$ cat src/hw/rtl/dfslfo_pkg.sv
package dfslfo_pkg;

   localparam int SINE_ENTRIES  = 256;
   localparam int FRACTION_BITS = 8;
   localparam int IDX_W         = $clog2(SINE_ENTRIES);
   localparam int QUARTER       = SINE_ENTRIES / 4;

   localparam int CSR_IDX_W  = 3;
   localparam int CSR_DATA_W = 8;
   localparam int OP_W       = 2;
   localparam int DELTA_W    = 16;
   localparam int LEVEL_W    = 8;
   localparam int ACCUM_W    = 32;
   localparam int WHOLE_W    = ACCUM_W - FRACTION_BITS;
   localparam int RATE_W     = 17;
   localparam int DIV_CNT_W  = 5;
   localparam int PC_W       = 4;

   localparam logic [RATE_W-1:0]    RATE_RESET = RATE_W'(32'h10000);
   localparam logic [DIV_CNT_W-1:0] DIV_STEPS  = DIV_CNT_W'(RATE_W);

   // Operation codes of an input word
   localparam logic [OP_W-1:0] OP_TICK  = 2'd0;
   localparam logic [OP_W-1:0] OP_START = 2'd1;
   localparam logic [OP_W-1:0] OP_STOP  = 2'd2;

   typedef enum logic [CSR_IDX_W-1:0] {
      CSR_PRE_DELAY    = 3'd0,
      CSR_ATTACK_LEN   = 3'd1,
      CSR_PERIOD       = 3'd2,
      CSR_PHASE_OFFSET = 3'd3,
      CSR_PHASE_CAP    = 3'd4
   } csr_idx_type;

   typedef enum logic [1:0] {
      STAGE_DISABLED  = 2'd0,
      STAGE_PRE_DELAY = 2'd1,
      STAGE_ATTACK    = 2'd2,
      STAGE_SUSTAIN   = 2'd3
   } stage_type;

   typedef enum logic [3:0] {
      UOP_NOP,
      UOP_ACCEPT,
      UOP_DECODE,
      UOP_PRE_CHECK,
      UOP_MUL_PHASE,
      UOP_LOOKUP,
      UOP_ATT_LOAD,
      UOP_DIV_STEP,
      UOP_ATT_DONE,
      UOP_UNSCALED,
      UOP_EMIT,
      UOP_RATE_LOAD,
      UOP_RATE_DONE
   } uop_type;

   typedef enum logic [3:0] {
      COND_NEVER,
      COND_ALWAYS,
      COND_RATE_DIRTY,
      COND_NO_ITEM,
      COND_NOT_ACTIVE_TICK,
      COND_STAGE_PRE,
      COND_NO_SCALE,
      COND_DIV_MORE,
      COND_OUT_FREE
   } cond_type;

   typedef logic [PC_W-1:0] pc_type;

   localparam pc_type STEP_IDLE      = 4'd0;
   localparam pc_type STEP_ACCEPT    = 4'd1;
   localparam pc_type STEP_DECODE    = 4'd2;
   localparam pc_type STEP_PRE       = 4'd3;
   localparam pc_type STEP_MUL       = 4'd4;
   localparam pc_type STEP_LOOKUP    = 4'd5;
   localparam pc_type STEP_ATT_LOAD  = 4'd6;
   localparam pc_type STEP_ATT_DIV   = 4'd7;
   localparam pc_type STEP_ATT_DONE  = 4'd8;
   localparam pc_type STEP_UNSCALED  = 4'd9;
   localparam pc_type STEP_EMIT      = 4'd10;
   localparam pc_type STEP_EMIT_WAIT = 4'd11;
   localparam pc_type STEP_RATE      = 4'd12;
   localparam pc_type STEP_RATE_DIV  = 4'd13;
   localparam pc_type STEP_RATE_DONE = 4'd14;

   typedef struct packed {
      uop_type  uop;
      cond_type cond;
      pc_type   target;
   } uword_type;

   typedef struct packed {
      uop_type uop;
      logic    ready;
      logic    accept;
      logic    emit;
   } ctrl_type;

   typedef struct packed {
      logic active_tick;
      logic stage_pre;
      logic no_scale;
      logic div_more;
   } dp_flags_type;

   typedef struct packed {
      logic         rate_dirty;
      logic         item_valid;
      logic         out_free;
      dp_flags_type dp;
   } seq_status_type;

   typedef struct packed {
      logic [CSR_DATA_W-1:0] pre_delay;
      logic [CSR_DATA_W-1:0] attack_len;
      logic [CSR_DATA_W-1:0] period;
      logic [CSR_DATA_W-1:0] phase_offset;
      logic [CSR_DATA_W-1:0] phase_cap;
   } cfg_type;

   // round(256 * sin(k * pi / 128)) for k = 0..64
   localparam logic [8:0] QUARTER_WAVE [0:QUARTER] = '{
        9'd0,   9'd6,  9'd13,  9'd19,  9'd25,  9'd31,  9'd38,  9'd44,
       9'd50,  9'd56,  9'd62,  9'd68,  9'd74,  9'd80,  9'd86,  9'd92,
       9'd98, 9'd104, 9'd109, 9'd115, 9'd121, 9'd126, 9'd132, 9'd137,
      9'd142, 9'd147, 9'd152, 9'd157, 9'd162, 9'd167, 9'd172, 9'd177,
      9'd181, 9'd185, 9'd190, 9'd194, 9'd198, 9'd202, 9'd206, 9'd209,
      9'd213, 9'd216, 9'd220, 9'd223, 9'd226, 9'd229, 9'd231, 9'd234,
      9'd237, 9'd239, 9'd241, 9'd243, 9'd245, 9'd247, 9'd248, 9'd250,
      9'd251, 9'd252, 9'd253, 9'd254, 9'd255, 9'd255, 9'd256, 9'd256,
      9'd256
   };

   // Sine entry halved (floor) and clamped to -128..127, as two's complement bits
   function automatic logic [LEVEL_W-1:0] sine_half(input logic [IDX_W-1:0] idx);
      logic [6:0]         k;
      logic [8:0]         v;
      logic [9:0]         rounded;
      logic [LEVEL_W-1:0] mag;
      if (idx[6]) begin
         k = 7'd64 - {1'b0, idx[5:0]};
      end else begin
         k = {1'b0, idx[5:0]};
      end
      v = QUARTER_WAVE[k];
      if (!idx[7]) begin
         mag = (v[8:1] > 8'd127) ? 8'd127 : v[8:1];
         sine_half = mag;
      end else begin
         rounded = 10'(v) + 10'd1;
         mag = rounded[8:1];
         sine_half = LEVEL_W'(8'd0 - mag);
      end
   endfunction

   // Control store: one word per step
   function automatic uword_type ucode_rom(input pc_type pc);
      case (pc)
         STEP_IDLE:      ucode_rom = '{UOP_NOP,       COND_RATE_DIRTY,      STEP_RATE};
         STEP_ACCEPT:    ucode_rom = '{UOP_ACCEPT,    COND_NO_ITEM,         STEP_IDLE};
         STEP_DECODE:    ucode_rom = '{UOP_DECODE,    COND_NOT_ACTIVE_TICK, STEP_EMIT};
         STEP_PRE:       ucode_rom = '{UOP_PRE_CHECK, COND_STAGE_PRE,       STEP_EMIT};
         STEP_MUL:       ucode_rom = '{UOP_MUL_PHASE, COND_NEVER,           STEP_IDLE};
         STEP_LOOKUP:    ucode_rom = '{UOP_LOOKUP,    COND_NO_SCALE,        STEP_UNSCALED};
         STEP_ATT_LOAD:  ucode_rom = '{UOP_ATT_LOAD,  COND_NEVER,           STEP_IDLE};
         STEP_ATT_DIV:   ucode_rom = '{UOP_DIV_STEP,  COND_DIV_MORE,        STEP_ATT_DIV};
         STEP_ATT_DONE:  ucode_rom = '{UOP_ATT_DONE,  COND_ALWAYS,          STEP_EMIT};
         STEP_UNSCALED:  ucode_rom = '{UOP_UNSCALED,  COND_NEVER,           STEP_IDLE};
         STEP_EMIT:      ucode_rom = '{UOP_EMIT,      COND_OUT_FREE,        STEP_IDLE};
         STEP_EMIT_WAIT: ucode_rom = '{UOP_NOP,       COND_ALWAYS,          STEP_EMIT};
         STEP_RATE:      ucode_rom = '{UOP_RATE_LOAD, COND_NEVER,           STEP_IDLE};
         STEP_RATE_DIV:  ucode_rom = '{UOP_DIV_STEP,  COND_DIV_MORE,        STEP_RATE_DIV};
         STEP_RATE_DONE: ucode_rom = '{UOP_RATE_DONE, COND_ALWAYS,          STEP_IDLE};
         default:        ucode_rom = '{UOP_NOP,       COND_ALWAYS,          STEP_IDLE};
      endcase
   endfunction

endpackage

$ cat src/hw/rtl/dfslfo_seq.sv
module dfslfo_seq (
   input  logic                       clock,
   input  logic                       reset,
   input  dfslfo_pkg::seq_status_type status,
   output dfslfo_pkg::ctrl_type       ctrl
);
   import dfslfo_pkg::*;

   pc_type    pc_ff;
   pc_type    pc_in;
   uword_type uword;
   logic      cond_hit;
   logic      can_take;

   assign uword    = ucode_rom(pc_ff);
   assign can_take = !status.rate_dirty;

   always_comb begin
      ctrl.uop    = uword.uop;
      ctrl.ready  = (uword.uop == UOP_ACCEPT) && can_take;
      ctrl.accept = ctrl.ready && status.item_valid;
      ctrl.emit   = (uword.uop == UOP_EMIT) && status.out_free;
   end

   always_comb begin
      unique case (uword.cond)
         COND_NEVER:           cond_hit = 1'b0;
         COND_ALWAYS:          cond_hit = 1'b1;
         COND_RATE_DIRTY:      cond_hit = status.rate_dirty;
         COND_NO_ITEM:         cond_hit = !(can_take && status.item_valid);
         COND_NOT_ACTIVE_TICK: cond_hit = !status.dp.active_tick;
         COND_STAGE_PRE:       cond_hit = status.dp.stage_pre;
         COND_NO_SCALE:        cond_hit = status.dp.no_scale;
         COND_DIV_MORE:        cond_hit = status.dp.div_more;
         COND_OUT_FREE:        cond_hit = status.out_free;
         default:              cond_hit = 1'b0;
      endcase
      pc_in = cond_hit ? uword.target : pc_type'(pc_ff + pc_type'(1));
   end

   always_ff @(posedge clock) begin
      if (reset) begin
         pc_ff <= STEP_IDLE;
      end else begin
         pc_ff <= pc_in;
      end
   end

endmodule

$ cat src/hw/rtl/dfslfo_dp.sv
module dfslfo_dp (
   input  logic                                clock,
   input  logic                                reset,
   input  dfslfo_pkg::ctrl_type                ctrl,
   input  dfslfo_pkg::cfg_type                 cfg,
   input  logic [dfslfo_pkg::OP_W-1:0]         req_op,
   input  logic [dfslfo_pkg::DELTA_W-1:0]      req_delta,
   output dfslfo_pkg::dp_flags_type            flags,
   output logic [dfslfo_pkg::LEVEL_W-1:0]      level
);
   import dfslfo_pkg::*;

   // Architectural state
   stage_type             stage_ff,  stage_in;
   logic [ACCUM_W-1:0]    accum_ff,  accum_in;
   logic [RATE_W-1:0]     rate_ff,   rate_in;
   logic [LEVEL_W-1:0]    level_ff,  level_in;

   // Item and scratch registers
   logic [OP_W-1:0]       op_ff,     op_in;
   logic [DELTA_W-1:0]    delta_ff,  delta_in;
   logic [ACCUM_W-1:0]    prod_ff,   prod_in;
   logic [LEVEL_W-1:0]    res_ff,    res_in;
   logic                  neg_ff,    neg_in;

   // Shared restoring divider: num_ff holds dividend, then quotient
   logic [RATE_W-1:0]     num_ff,    num_in;
   logic [7:0]            rem_ff,    rem_in;
   logic [7:0]            den_ff,    den_in;
   logic [DIV_CNT_W-1:0]  cnt_ff,    cnt_in;

   logic [WHOLE_W-1:0]    whole;
   logic [40:0]           mul_full;
   logic [7:0]            pos_lo;
   logic                  pos_hi;
   logic [7:0]            capped;
   logic [IDX_W-1:0]      sine_idx;
   logic [LEVEL_W-1:0]    res_mag;
   logic [15:0]           att_prod;
   logic [8:0]            trial;
   logic                  trial_ge;
   logic [8:0]            trial_sub;

   assign whole    = accum_ff[ACCUM_W-1:FRACTION_BITS];
   assign mul_full = 41'(whole) * 41'(rate_ff);

   // Phase is prod >> 8 sign-extended; any upper bit set exceeds the cap
   assign pos_hi   = (prod_ff[ACCUM_W-1:16] != '0);
   assign pos_lo   = prod_ff[15:FRACTION_BITS];
   assign capped   = ((cfg.phase_cap != '0) && (pos_hi || (pos_lo > cfg.phase_cap)))
                     ? cfg.phase_cap : pos_lo;
   assign sine_idx = IDX_W'(capped + cfg.phase_offset);

   assign res_mag  = res_ff[LEVEL_W-1] ? LEVEL_W'(8'd0 - res_ff) : res_ff;
   assign att_prod = 16'(res_mag) * 16'(whole[7:0]);

   assign trial     = {rem_ff, num_ff[RATE_W-1]};
   assign trial_ge  = (trial >= {1'b0, den_ff});
   assign trial_sub = trial - {1'b0, den_ff};

   assign flags.active_tick = (op_ff == OP_TICK) && (stage_ff != STAGE_DISABLED);
   assign flags.stage_pre   = (stage_ff == STAGE_PRE_DELAY);
   assign flags.no_scale    = (stage_ff != STAGE_ATTACK) || (whole >= WHOLE_W'(cfg.attack_len));
   assign flags.div_more    = (cnt_ff != DIV_CNT_W'(1));

   assign level = level_ff;

   always_comb begin
      stage_in = stage_ff;
      accum_in = accum_ff;
      rate_in  = rate_ff;
      level_in = level_ff;
      op_in    = op_ff;
      delta_in = delta_ff;
      prod_in  = prod_ff;
      res_in   = res_ff;
      neg_in   = neg_ff;
      num_in   = num_ff;
      rem_in   = rem_ff;
      den_in   = den_ff;
      cnt_in   = cnt_ff;

      if (ctrl.accept) begin
         op_in    = req_op;
         delta_in = req_delta;
      end

      unique case (ctrl.uop)
         UOP_DECODE: begin
            case (op_ff)
               OP_TICK: begin
                  if (stage_ff == STAGE_DISABLED) begin
                     level_in = '0;
                  end else begin
                     accum_in = accum_ff + ACCUM_W'(delta_ff);
                  end
               end
               OP_START: begin
                  stage_in = STAGE_PRE_DELAY;
                  accum_in = '0;
                  level_in = '0;
               end
               OP_STOP: begin
                  stage_in = STAGE_DISABLED;
                  accum_in = '0;
                  level_in = '0;
               end
               default: ;
            endcase
         end
         UOP_PRE_CHECK: begin
            if (stage_ff == STAGE_PRE_DELAY) begin
               level_in = '0;
               if (whole >= WHOLE_W'(cfg.pre_delay)) begin
                  accum_in = '0;
                  stage_in = STAGE_ATTACK;
               end
            end
         end
         UOP_MUL_PHASE: begin
            prod_in = mul_full[ACCUM_W-1:0];
         end
         UOP_LOOKUP: begin
            res_in = sine_half(sine_idx);
         end
         UOP_ATT_LOAD: begin
            num_in = RATE_W'(att_prod);
            den_in = cfg.attack_len;
            rem_in = '0;
            cnt_in = DIV_STEPS;
            neg_in = res_ff[LEVEL_W-1];
         end
         UOP_DIV_STEP: begin
            rem_in = trial_ge ? trial_sub[7:0] : trial[7:0];
            num_in = {num_ff[RATE_W-2:0], trial_ge};
            cnt_in = cnt_ff - DIV_CNT_W'(1);
         end
         UOP_ATT_DONE: begin
            level_in = neg_ff ? LEVEL_W'(8'd0 - num_ff[7:0]) : num_ff[7:0];
         end
         UOP_UNSCALED: begin
            level_in = res_ff;
            if (stage_ff == STAGE_ATTACK) begin
               stage_in = STAGE_SUSTAIN;
            end
         end
         UOP_RATE_LOAD: begin
            num_in = RATE_RESET;
            den_in = (cfg.period == '0) ? 8'd1 : cfg.period;
            rem_in = '0;
            cnt_in = DIV_STEPS;
         end
         UOP_RATE_DONE: begin
            rate_in = num_ff;
         end
         default: ;
      endcase
   end

   always_ff @(posedge clock) begin
      if (reset) begin
         stage_ff <= STAGE_DISABLED;
         accum_ff <= '0;
         rate_ff  <= RATE_RESET;
         level_ff <= '0;
         cnt_ff   <= '0;
      end else begin
         stage_ff <= stage_in;
         accum_ff <= accum_in;
         rate_ff  <= rate_in;
         level_ff <= level_in;
         cnt_ff   <= cnt_in;
      end
   end

   always_ff @(posedge clock) begin
      op_ff    <= op_in;
      delta_ff <= delta_in;
      prod_ff  <= prod_in;
      res_ff   <= res_in;
      neg_ff   <= neg_in;
      num_ff   <= num_in;
      rem_ff   <= rem_in;
      den_ff   <= den_in;
   end

   a_div_count_live: assert property (@(posedge clock) disable iff (reset)
      (ctrl.uop == UOP_DIV_STEP) |-> (cnt_ff != '0))
      else $error("divider stepped with an exhausted count");

   a_att_quotient_range: assert property (@(posedge clock) disable iff (reset)
      (ctrl.uop == UOP_ATT_DONE) |-> (num_ff <= RATE_W'(128)))
      else $error("attack quotient out of level range");

   a_att_scale_only_in_attack: assert property (@(posedge clock) disable iff (reset)
      (ctrl.uop == UOP_ATT_LOAD) |->
         ((stage_ff == STAGE_ATTACK) && (whole < WHOLE_W'(cfg.attack_len))))
      else $error("attack scaling entered outside the fade-in");

endmodule

$ cat src/hw/rtl/delayed_fade_in_sine_lfo_top.sv
// Sine LFO with pre-delay and linear fade-in. Each request word carries an op (tick, start,
// stop) and an 8.8 tick delta, and produces exactly one response word holding the signed
// 8-bit level after that op. A small control store steps a shared datapath: one 24x17
// multiplier for the phase, a sine lookup, an 8x8 multiplier and a 17-step restoring
// divider used both for the fade-in scale and for the rate 65536/period. Path of a request
// word: start, stop, unused ops and ticks while disabled go from decode straight to the
// response; a pre-delay tick adds the pre-delay check; a sustain tick (or the tick that ends
// the fade-in) also runs the phase multiply and the sine lookup; a tick during the fade-in
// adds the 8x8 multiply and the divider. Writing period launches the same divider to
// recompute the rate; requests are held off (req_ready low) until it is done. The
// response sits in an output register, so the next request is taken while it waits.
module delayed_fade_in_sine_lfo_top (
   input  logic                                   clock,
   input  logic                                   reset,

   input  logic                                   req_valid,
   output logic                                   req_ready,
   input  logic [dfslfo_pkg::OP_W-1:0]            req_op,
   input  logic [dfslfo_pkg::DELTA_W-1:0]         req_delta,

   output logic                                   rsp_valid,
   input  logic                                   rsp_ready,
   output logic signed [dfslfo_pkg::LEVEL_W-1:0]  rsp_level,

   input  logic                                   csr_write_en,
   input  logic [dfslfo_pkg::CSR_IDX_W-1:0]       csr_index,
   input  logic [dfslfo_pkg::CSR_DATA_W-1:0]      csr_wdata
);
   import dfslfo_pkg::*;

   cfg_type            cfg_ff,        cfg_in;
   logic               rate_dirty_ff, rate_dirty_in;
   logic               rsp_valid_ff,  rsp_valid_in;
   logic [LEVEL_W-1:0] rsp_level_ff,  rsp_level_in;

   ctrl_type           ctrl;
   seq_status_type     status;
   dp_flags_type       dp_flags;
   logic [LEVEL_W-1:0] dp_level;
   logic               period_write;

   assign period_write = csr_write_en && (csr_idx_type'(csr_index) == CSR_PERIOD);

   // Register file: plain writes, unknown indexes dropped
   always_comb begin
      cfg_in = cfg_ff;
      if (csr_write_en) begin
         unique case (csr_idx_type'(csr_index))
            CSR_PRE_DELAY:    cfg_in.pre_delay    = csr_wdata;
            CSR_ATTACK_LEN:   cfg_in.attack_len   = csr_wdata;
            CSR_PERIOD:       cfg_in.period       = csr_wdata;
            CSR_PHASE_OFFSET: cfg_in.phase_offset = csr_wdata;
            CSR_PHASE_CAP:    cfg_in.phase_cap    = csr_wdata;
            default: ;
         endcase
      end
   end

   // Rate needs recomputing after a period write; a fresh write wins over the clear
   always_comb begin
      rate_dirty_in = rate_dirty_ff;
      if (ctrl.uop == UOP_RATE_LOAD) begin
         rate_dirty_in = 1'b0;
      end
      if (period_write) begin
         rate_dirty_in = 1'b1;
      end
   end

   // Response register: load on emit, drop once taken
   always_comb begin
      rsp_valid_in = rsp_valid_ff;
      rsp_level_in = rsp_level_ff;
      if (ctrl.emit) begin
         rsp_valid_in = 1'b1;
         rsp_level_in = dp_level;
      end else if (rsp_ready) begin
         rsp_valid_in = 1'b0;
      end
   end

   always_ff @(posedge clock) begin
      if (reset) begin
         cfg_ff.pre_delay    <= '0;
         cfg_ff.attack_len   <= '0;
         cfg_ff.period       <= CSR_DATA_W'(1);
         cfg_ff.phase_offset <= '0;
         cfg_ff.phase_cap    <= '0;
         rate_dirty_ff       <= 1'b0;
         rsp_valid_ff        <= 1'b0;
      end else begin
         cfg_ff        <= cfg_in;
         rate_dirty_ff <= rate_dirty_in;
         rsp_valid_ff  <= rsp_valid_in;
      end
   end

   always_ff @(posedge clock) begin
      rsp_level_ff <= rsp_level_in;
   end

   // A period write in this very cycle also holds off acceptance
   assign status.rate_dirty = rate_dirty_ff || period_write;
   assign status.item_valid = req_valid;
   assign status.out_free   = !rsp_valid_ff || rsp_ready;
   assign status.dp         = dp_flags;

   dfslfo_seq u_seq (
      .clock  (clock),
      .reset  (reset),
      .status (status),
      .ctrl   (ctrl)
   );

   dfslfo_dp u_dp (
      .clock     (clock),
      .reset     (reset),
      .ctrl      (ctrl),
      .cfg       (cfg_ff),
      .req_op    (req_op),
      .req_delta (req_delta),
      .flags     (dp_flags),
      .level     (dp_level)
   );

   assign req_ready = ctrl.ready;
   assign rsp_valid = rsp_valid_ff;
   assign rsp_level = rsp_level_ff;

   a_no_accept_with_stale_rate: assert property (@(posedge clock) disable iff (reset)
      (req_valid && req_ready) |-> !rate_dirty_ff)
      else $error("request word accepted before the rate was recomputed");

   a_emit_into_free_slot: assert property (@(posedge clock) disable iff (reset)
      ctrl.emit |-> (!rsp_valid_ff || rsp_ready))
      else $error("response word overwritten before it was taken");

endmodule

$ cat config.mk
export PLATFORM = sky130hd
export DESIGN_NAME = delayed_fade_in_sine_lfo_top
export DESIGN_NICKNAME = d
export VERILOG_FILES = /design/src/hw/rtl/dfslfo_pkg.sv /design/src/hw/rtl/dfslfo_seq.sv /design/src/hw/rtl/dfslfo_dp.sv /design/src/hw/rtl/delayed_fade_in_sine_lfo_top.sv
export SDC_FILE = /design/constraint.sdc
export NUM_CORES = 2
export LEC_CHECK = 0
export BUFFER_PORTS_ARGS = -buffer_cell sky130_fd_sc_hd__clkbuf_2
export CAP_MARGIN = 10
export CORE_MARGIN = 2
export CORE_UTILIZATION = 65
export DETAILED_ROUTE_END_ITERATION = 8
export GPL_ROUTABILITY_DRIVEN = 0
export PLACE_DENSITY = 0.82
export REMOVE_ABC_BUFFERS = 1
export SLEW_MARGIN = 20
export SYNTH_ARGS = -nofsm -noshare
export SYNTH_HDL_FRONTEND = slang
export SYNTH_HIERARCHICAL = 1
export SYNTH_SLANG_ARGS = --single-unit
$ cat constraint.sdc
create_clock -name clock -period 7.75 [get_ports clock]
set_input_delay 0.3875 -clock clock [delete_from_list [all_inputs] [get_ports clock]]
set_output_delay 0.3875 -clock clock [all_outputs]
set_load 0.01 [all_outputs]
# Word-level counts from Yosys, hierarchy flattened
# Memories as Yosys holds them, arrays and structs flattened. A register that Yosys moved wholly into a read port is not among the register bits.
# Index checks and enable logic that the tools add are counted.
# totals
elab_cells,156
in_bits,34
regBits,210
memories,2
romBits,1344
output_inout_bits,10
# classes
n_reduce_logical,40
bitwise_logic,1
n_eq_ne,37
n_lt_le_gt_ge,6
n_mul,2
mux,36
n_addsub,10
# mem_list
memory,words,width,rd,rd_ports_with_merged_regs,wr,line_no,rtl
(name not given),128,9,1,0,0,dfslfo_pkg.sv:147,v = QUARTER_WAVE[k];
(name not given),16,12,1,1,0,dfslfo_pkg.sv:160,case (pc)
# op_table
cell,n
one-hot mux 32 bit (2 select lines),2
2-to-1 mux 32 bit,3
2-to-1 mux 8 bit,9
one-hot mux 17 bit (3 select lines),1
greater-or-equal comparator 24 x 8 -> 1 bit,2
one-hot mux 8 bit (2 select lines),3
adder 32 x 16 -> 32 bit,1
"equality test 4 x 3 -> 1 bit, second input constant",8
multiplier 24 x 17 -> 32 bit,1
one-hot mux 8 bit (4 select lines),1
"equality test 4 bit, second input constant",6
"subtractor 1 x 8 -> 8 bit, first input constant",3
2-to-1 mux 9 bit,2
"equality test 4 x 2 -> 1 bit, second input constant",4
multiplier 8 x 8 -> 16 bit,1
nonzero test 16 bit,1
2-to-1 mux 7 bit,2
nonzero test 2 bit,6
one-hot mux 5 bit (2 select lines),1
AND reduction 2 bit,5
AND reduction 5 bit,2
"adder 9 x 1 -> 9 bit, second input constant",1
greater-or-equal comparator 9 x 8 -> 1 bit,1
"!= test 3 bit, second input constant",3
36 further kinds,63

# Longest topological paths before layout
# depth
ltp_word,15
mapped_depth,35
ltp_nobuf,32

# Hierarchy
# The synthesis kept the hierarchy.
# modules_own_cells
mod,seq_area_each_um2,n_inst,area_per_inst_um2,cells_per_inst
dfslfo_dp,3803.6,1,22515.3,2541
delayed_fade_in_sine_lfo_top,1081.0,1,1950.6,164
dfslfo_seq,320.3,1,1003.5,111

# Worst setup path after synthesis
# Ideal clock, no wire load.
# synth_path
path_kind,reg-to-reg
start,reg cfg_ff[2] in the netlist's numbering
end,"reg u_dp.res_ff[6], data pin"
required_time_ns,7.476
setup_slack_ns,0.976
n_path_buf,2
t_arrival_ns,6.500
setup_time_ns,0.274
stages_incl_launch_ff,34
period_less_slack_ns,6.774
cell_sequence,dfxtp_1 > inv_1 > ha_1 > a21o_1 > a211o_1 > a21oi_1 > o21ai_0 > o31ai_1 > nand2_1 > nand2_1 > mux2_2 > ha_1 > fa_1 > inv_1 > ha_1 > clkbuf_1 > or4b_2 > a21oi_2 > nor4_2 > nor2_2 > inv_1 > buf_6 > ha_1 > a21oi_1 > a21o_1 > o311ai_2 > ha_1 > inv_1 > nor3b_4 > nor4b_2 > nor3_1 > or3_1 > a21oi_1 > a31oi_1
# synth_between
elab_chain_len,15
word_cells_on_any_way,18
classes_between,add/sub (4); order compare (2); mux (7); bitwise (1); reduce/logical (3); memory (1)
# synth_rtl
element,line_no,rtl
start: declaration,delayed_fade_in_sine_lfo_top.sv:31,"cfg_type cfg_ff, cfg_in;"
start signal: assignment,delayed_fade_in_sine_lfo_top.sv:92,cfg_ff <= cfg_in;
greater-than comparator 8 bit,dfslfo_dp.sv:50,assign capped = ((cfg.phase_cap != '0) && (pos_hi || (pos_lo > cfg.phase_cap)))
logical OR 1 bit,dfslfo_dp.sv:50,
logical AND 1 bit,dfslfo_dp.sv:50,
2-to-1 mux 8 bit *,dfslfo_dp.sv:51,? cfg.phase_cap : pos_lo;
adder 8 bit *,dfslfo_dp.sv:52,assign sine_idx = IDX_W'(capped + cfg.phase_offset);
subtractor 7 x 6 -> 7 bit,dfslfo_pkg.sv:143,"k = 7'd64 - {1'b0, idx[5:0]};"
2-to-1 mux 7 bit,dfslfo_pkg.sv:142,if (idx[6]) begin
2-to-1 mux 7 bit,dfslfo_dp.sv:88,unique case (ctrl.uop)
inverter 7 -> 8 bit (not written as such),dfslfo_pkg.sv:147,
memory read (128 x 9 bit),n/a,
2-to-1 mux 9 bit (not written as such) (2 in a row),dfslfo_pkg.sv:147,
adder 9 x 1 -> 9 bit / greater-than comparator 8 x 7 -> 1 bit (equally long branches),"dfslfo_pkg.sv:152, dfslfo_pkg.sv:149",
subtractor 1 x 8 -> 8 bit / 2-to-1 mux 8 bit (equally long branches),"dfslfo_pkg.sv:154, dfslfo_pkg.sv:149",
2-to-1 mux 8 bit *,dfslfo_pkg.sv:148,if (!idx[7]) begin
end signal: assignment,dfslfo_dp.sv:180,res_ff <= res_in;
end: declaration,dfslfo_dp.sv:23,"logic [LEVEL_W-1:0] res_ff, res_in;"
# Every way passes the cells marked *; elsewhere a longest branch is shown, timed or not. The select of a mux whose other input is x is not followed.
# A chain may end at the register's enable or synchronous reset.

# Worst setup path in the final report
# Ends and elaborated chain as after synthesis.

==> impl_metrics.ini <==
[outcome]
status = finished with violations
violations = design-rule violations

[worst_setup_path]
cpLargestDelayFamily = simple AND/OR/NAND/NOR gates
startpoint_type = flop
cp-startpoint = cfg_ff[2]
crit_arrival_ns = 7.60
worst_ep_required_time_ns = 8.00
reg2reg_to = u_dp/res_ff[6]
worst_setup_path_end_kind = flop
slowest_stage = or4b_2
path_class = flop to flop
endpoint = u_dp/res_ff[6]
r2r_start = cfg_ff[2]
critPathMostFrequentCell = ha_1
critPathBufInv = 4
path_depth = 31
r2r_slack_ns = 0.40
worstPathMaxFanout = 6
slowest_delay_ns = 0.67
r2r_cells = 31

[cells_and_area]
fin_nets = 3378
drive_gt1_share_pct = 6.81
synthToLayoutAreaGrowth_pct = 6.42
finalNonFillerCells = 3353
n_antenna_cell = 0

[sta]
setup_ws_ns = 0.403
post-route-period-util_pct = 94.8
clock_skew_ns = 0.0283
timing.fmax_mhz = 136
setup_violations = 0
finalSetupTns_ns = 0
tightest_slew_ns = 1.09
hold_viol_final = 0
final.min_clock_period_ns = 7.35
drv_slew = 0
max_slew_margin_pct = 26.5

[synthesis]
synth_async_sr_flop_share_pct = 0
synth_edf_count = 92
synth-seq-area-share_pct = 20.4
yosysTopAreaCell = fa_1
ys_ff_latch = 214
yosysUniqueCellTypes = 102
syn_inst = 2816
yosys_most_used_dff = dfxtp_1
synth_top_area_share_pct = 26.1
syn_avg_cell_area_um2 = 9.04
yosys_warnings = 6
syn-cell-area_mm2 = 0.0255
synth.area.top_cells = fa_1 26%, edfxtp_1 11%, dfxtp_1 9.6%, ha_1 9.5%, inv_1 6.6%

[route]
wl_per_cell_um = 19.1
ant_nets = 0
vias = 20274
viasPerCell = 6.05
drtIter0Drc = 1713
route.detailed.drc = 15
wirelength_mm = 64.1
drt_pass1_iterations = 9

[placement]
post-place-ws_ns = 0.185
place_hpwl_mm = 49.0
port_buffers = 43
dp_cells = 3296

[power]
p_leak_nw = 12.0
power.density_mw_per_mm2 = 185
p_total_mw = 5.01
ir_drop_mv = 0.200

[floorplanning]
die_area_mm2 = 0.0408
rows = 72
die_x_um = 202
io_pins = 44
chipHeight_um = 202
initial_core_util_pct = 65.9
core_area_mm2 = 0.0386

[global_route]
grt_max_degree = 87
grt_overflow = 0
grt_usage_pct = 32.6
grt_pass1_vias = 21638
grt_pass1_wl_mm = 107
antenna_found_initial = 0

[cts]
insertion_delay_ns = 0.56
clkTransAtPathRegs_ns = 0.06
clock-sinks = 214
cts_tree = built
clockRootBuffer = clkbuf_16
clockBufferDepth = 3
ctsHtreeMaxLevel = 1
cts_made_buffers = 24

[worst_hold_path]
hold_path_class = input port to flop
whs_path_depth = 1

[flow_run]
max-cap-violations = 0
## Yosys cell counts (all sizes together) (11+ instances only)
library cell	n
buf	24
nor2	132
o31ai	12
a21oi	107
and3	17
nand3	30
nor4	19
nor2b	23
o21bai	14
and2	145
nand2b	74
mux2i	51
xnor2	83
clkbuf	115
o21ai	67
o211ai	11
xor2	35
a31oi	11
edfxtp	92
fa	332
nor3	38
inv	449
a21o	34
ha	194
a211oi	14
dfxtp	122
nand2	400
## power breakdown
part / internal (mW) / switching [mW] / total [mW]
combinational: 0.920 / 1.49 / 2.41
clock: 0.623 / 0.478 / 1.10
sequential: 1.36 / 0.144 / 1.50
total: 2.90 / 2.11 / 5.01
## area by class of cell
type / count / area, µm²
multi-input combinational: 2014 / 18000
fill: 2810 / 11500
clock buffer: 37 / 699
sequential: 214 / 5200
timing repair buffer: 115 / 776
inverter: 449 / 1690
tap: 518 / 648
clock inverter: 6 / 48.8
## sequential cells by signal (all words and copies together) (netlist names), 2 cells and up
register,flops
u_seq/pc_ff,4
u_dp/level,8
u_dp/delta_ff,16
rsp_level,8
u_dp/res_ff,8
u_dp/accum_ff,32
u_seq/uword,12
u_dp/op_ff,2
u_dp/num_ff,17
u_dp/rem_ff,8
u_dp/cnt_ff,5
u_dp/stage_ff,2
cfg_ff,40
u_dp/rate_ff,17
u_dp/prod_ff,24
u_dp/den_ff,8
## worst min path at each step
stage / startpoint / end / slack, ns
floorplan: u_dp/level[0] / rsp_level[0] / 0.41
global placement: u_dp/level[2] / rsp_level[2] / 0.43
detailed placement: u_dp/level[3] / rsp_level[3] / 0.44
CTS: req_delta[1] / u_dp/delta_ff[1] / 0.001
global route: req_delta[6] / u_dp/delta_ff[6] / 0.003
finish: req_delta[1] / u_dp/delta_ff[1] / 0.01
## cells in the final DEF, fill, tap and decap left out, types with 10 or more instances in the layout
cell type / netlist / layout
nand2_1: 400 / 400
a31oi_1: 10 / 10
a21oi_1: 105 / 104
nor3_1: 37 / 36
and3_1: 16 / 16
mux2i_1: 50 / 50
o21ai_0: 63 / 63
nand3_1: 29 / 29
a211oi_1: 13 / 13
xor2_1: 35 / 35
a21o_1: 34 / 34
ha_1: 194 / 194
clkbuf_2: 1 / 42
nor2b_1: 23 / 23
clkbuf_16: 0 / 24
and2_1: 145 / 145
inv_1: 447 / 447
o21bai_1: 14 / 13
fa_1: 332 / 332
edfxtp_1: 92 / 92
nor2_1: 129 / 129
xnor2_1: 83 / 81
a211o_1: 10 / 10
nor4_1: 18 / 17
buf_4: 4 / 64
o31ai_1: 10 / 10
dfxtp_1: 122 / 122
nand2b_1: 74 / 74
## layer usage
metal  wire, µm  track usage [%]  vias up
li1           -                -     9060
met1      24600             41.3     9963
met2      31000             55.5     1036
met3       5690             5.56      215
met4       2770             13.3        0
met5          0                0        -
## stage by stage
step | area, µm² | hold slack [ns] | utilization (%)
2_1_floorplan | 24900 | 0.407 | -
6_report | 27100 | 0.0138 | 70.1
3_3_place_gp | 26200 | 0.434 | 67.7
5_1_grt | 27100 | 0.00292 | 70.1
3_5_place_dp | 26200 | 0.440 | 67.7
4_1_cts | 27000 | 0.00122 | 69.8
## logic make-up (layout without fill, tap and decap cells)
| kind of cell | count (synthesis) | in the layout | share of synthesized area, % |
|---|---|---|---|
| buffers and inverters | 588 | 607 | 9.02 |
| and+or+nand+nor | 933 | 933 | 18.0 |
| xor gates and xnor gates | 119 | 119 | 4.15 |
| muxes | 55 | 55 | 2.20 |
| adders and majority gates | 526 | 526 | 35.6 |
| AOI/OAI and AO/OA | 381 | 381 | 10.6 |
| DFF | 214 | 214 | 20.4 |
## timing repair
action | in CTS | in global routing
gates resized for setup | 0 | 8
hold buffers | 8 | 0
endpoints found under the setup margin | 0 | 5
setup buffers | 0 | 5
endpoints found under the hold margin | 8 | 0
Note: power is estimated with default switching activity, not from simulation.
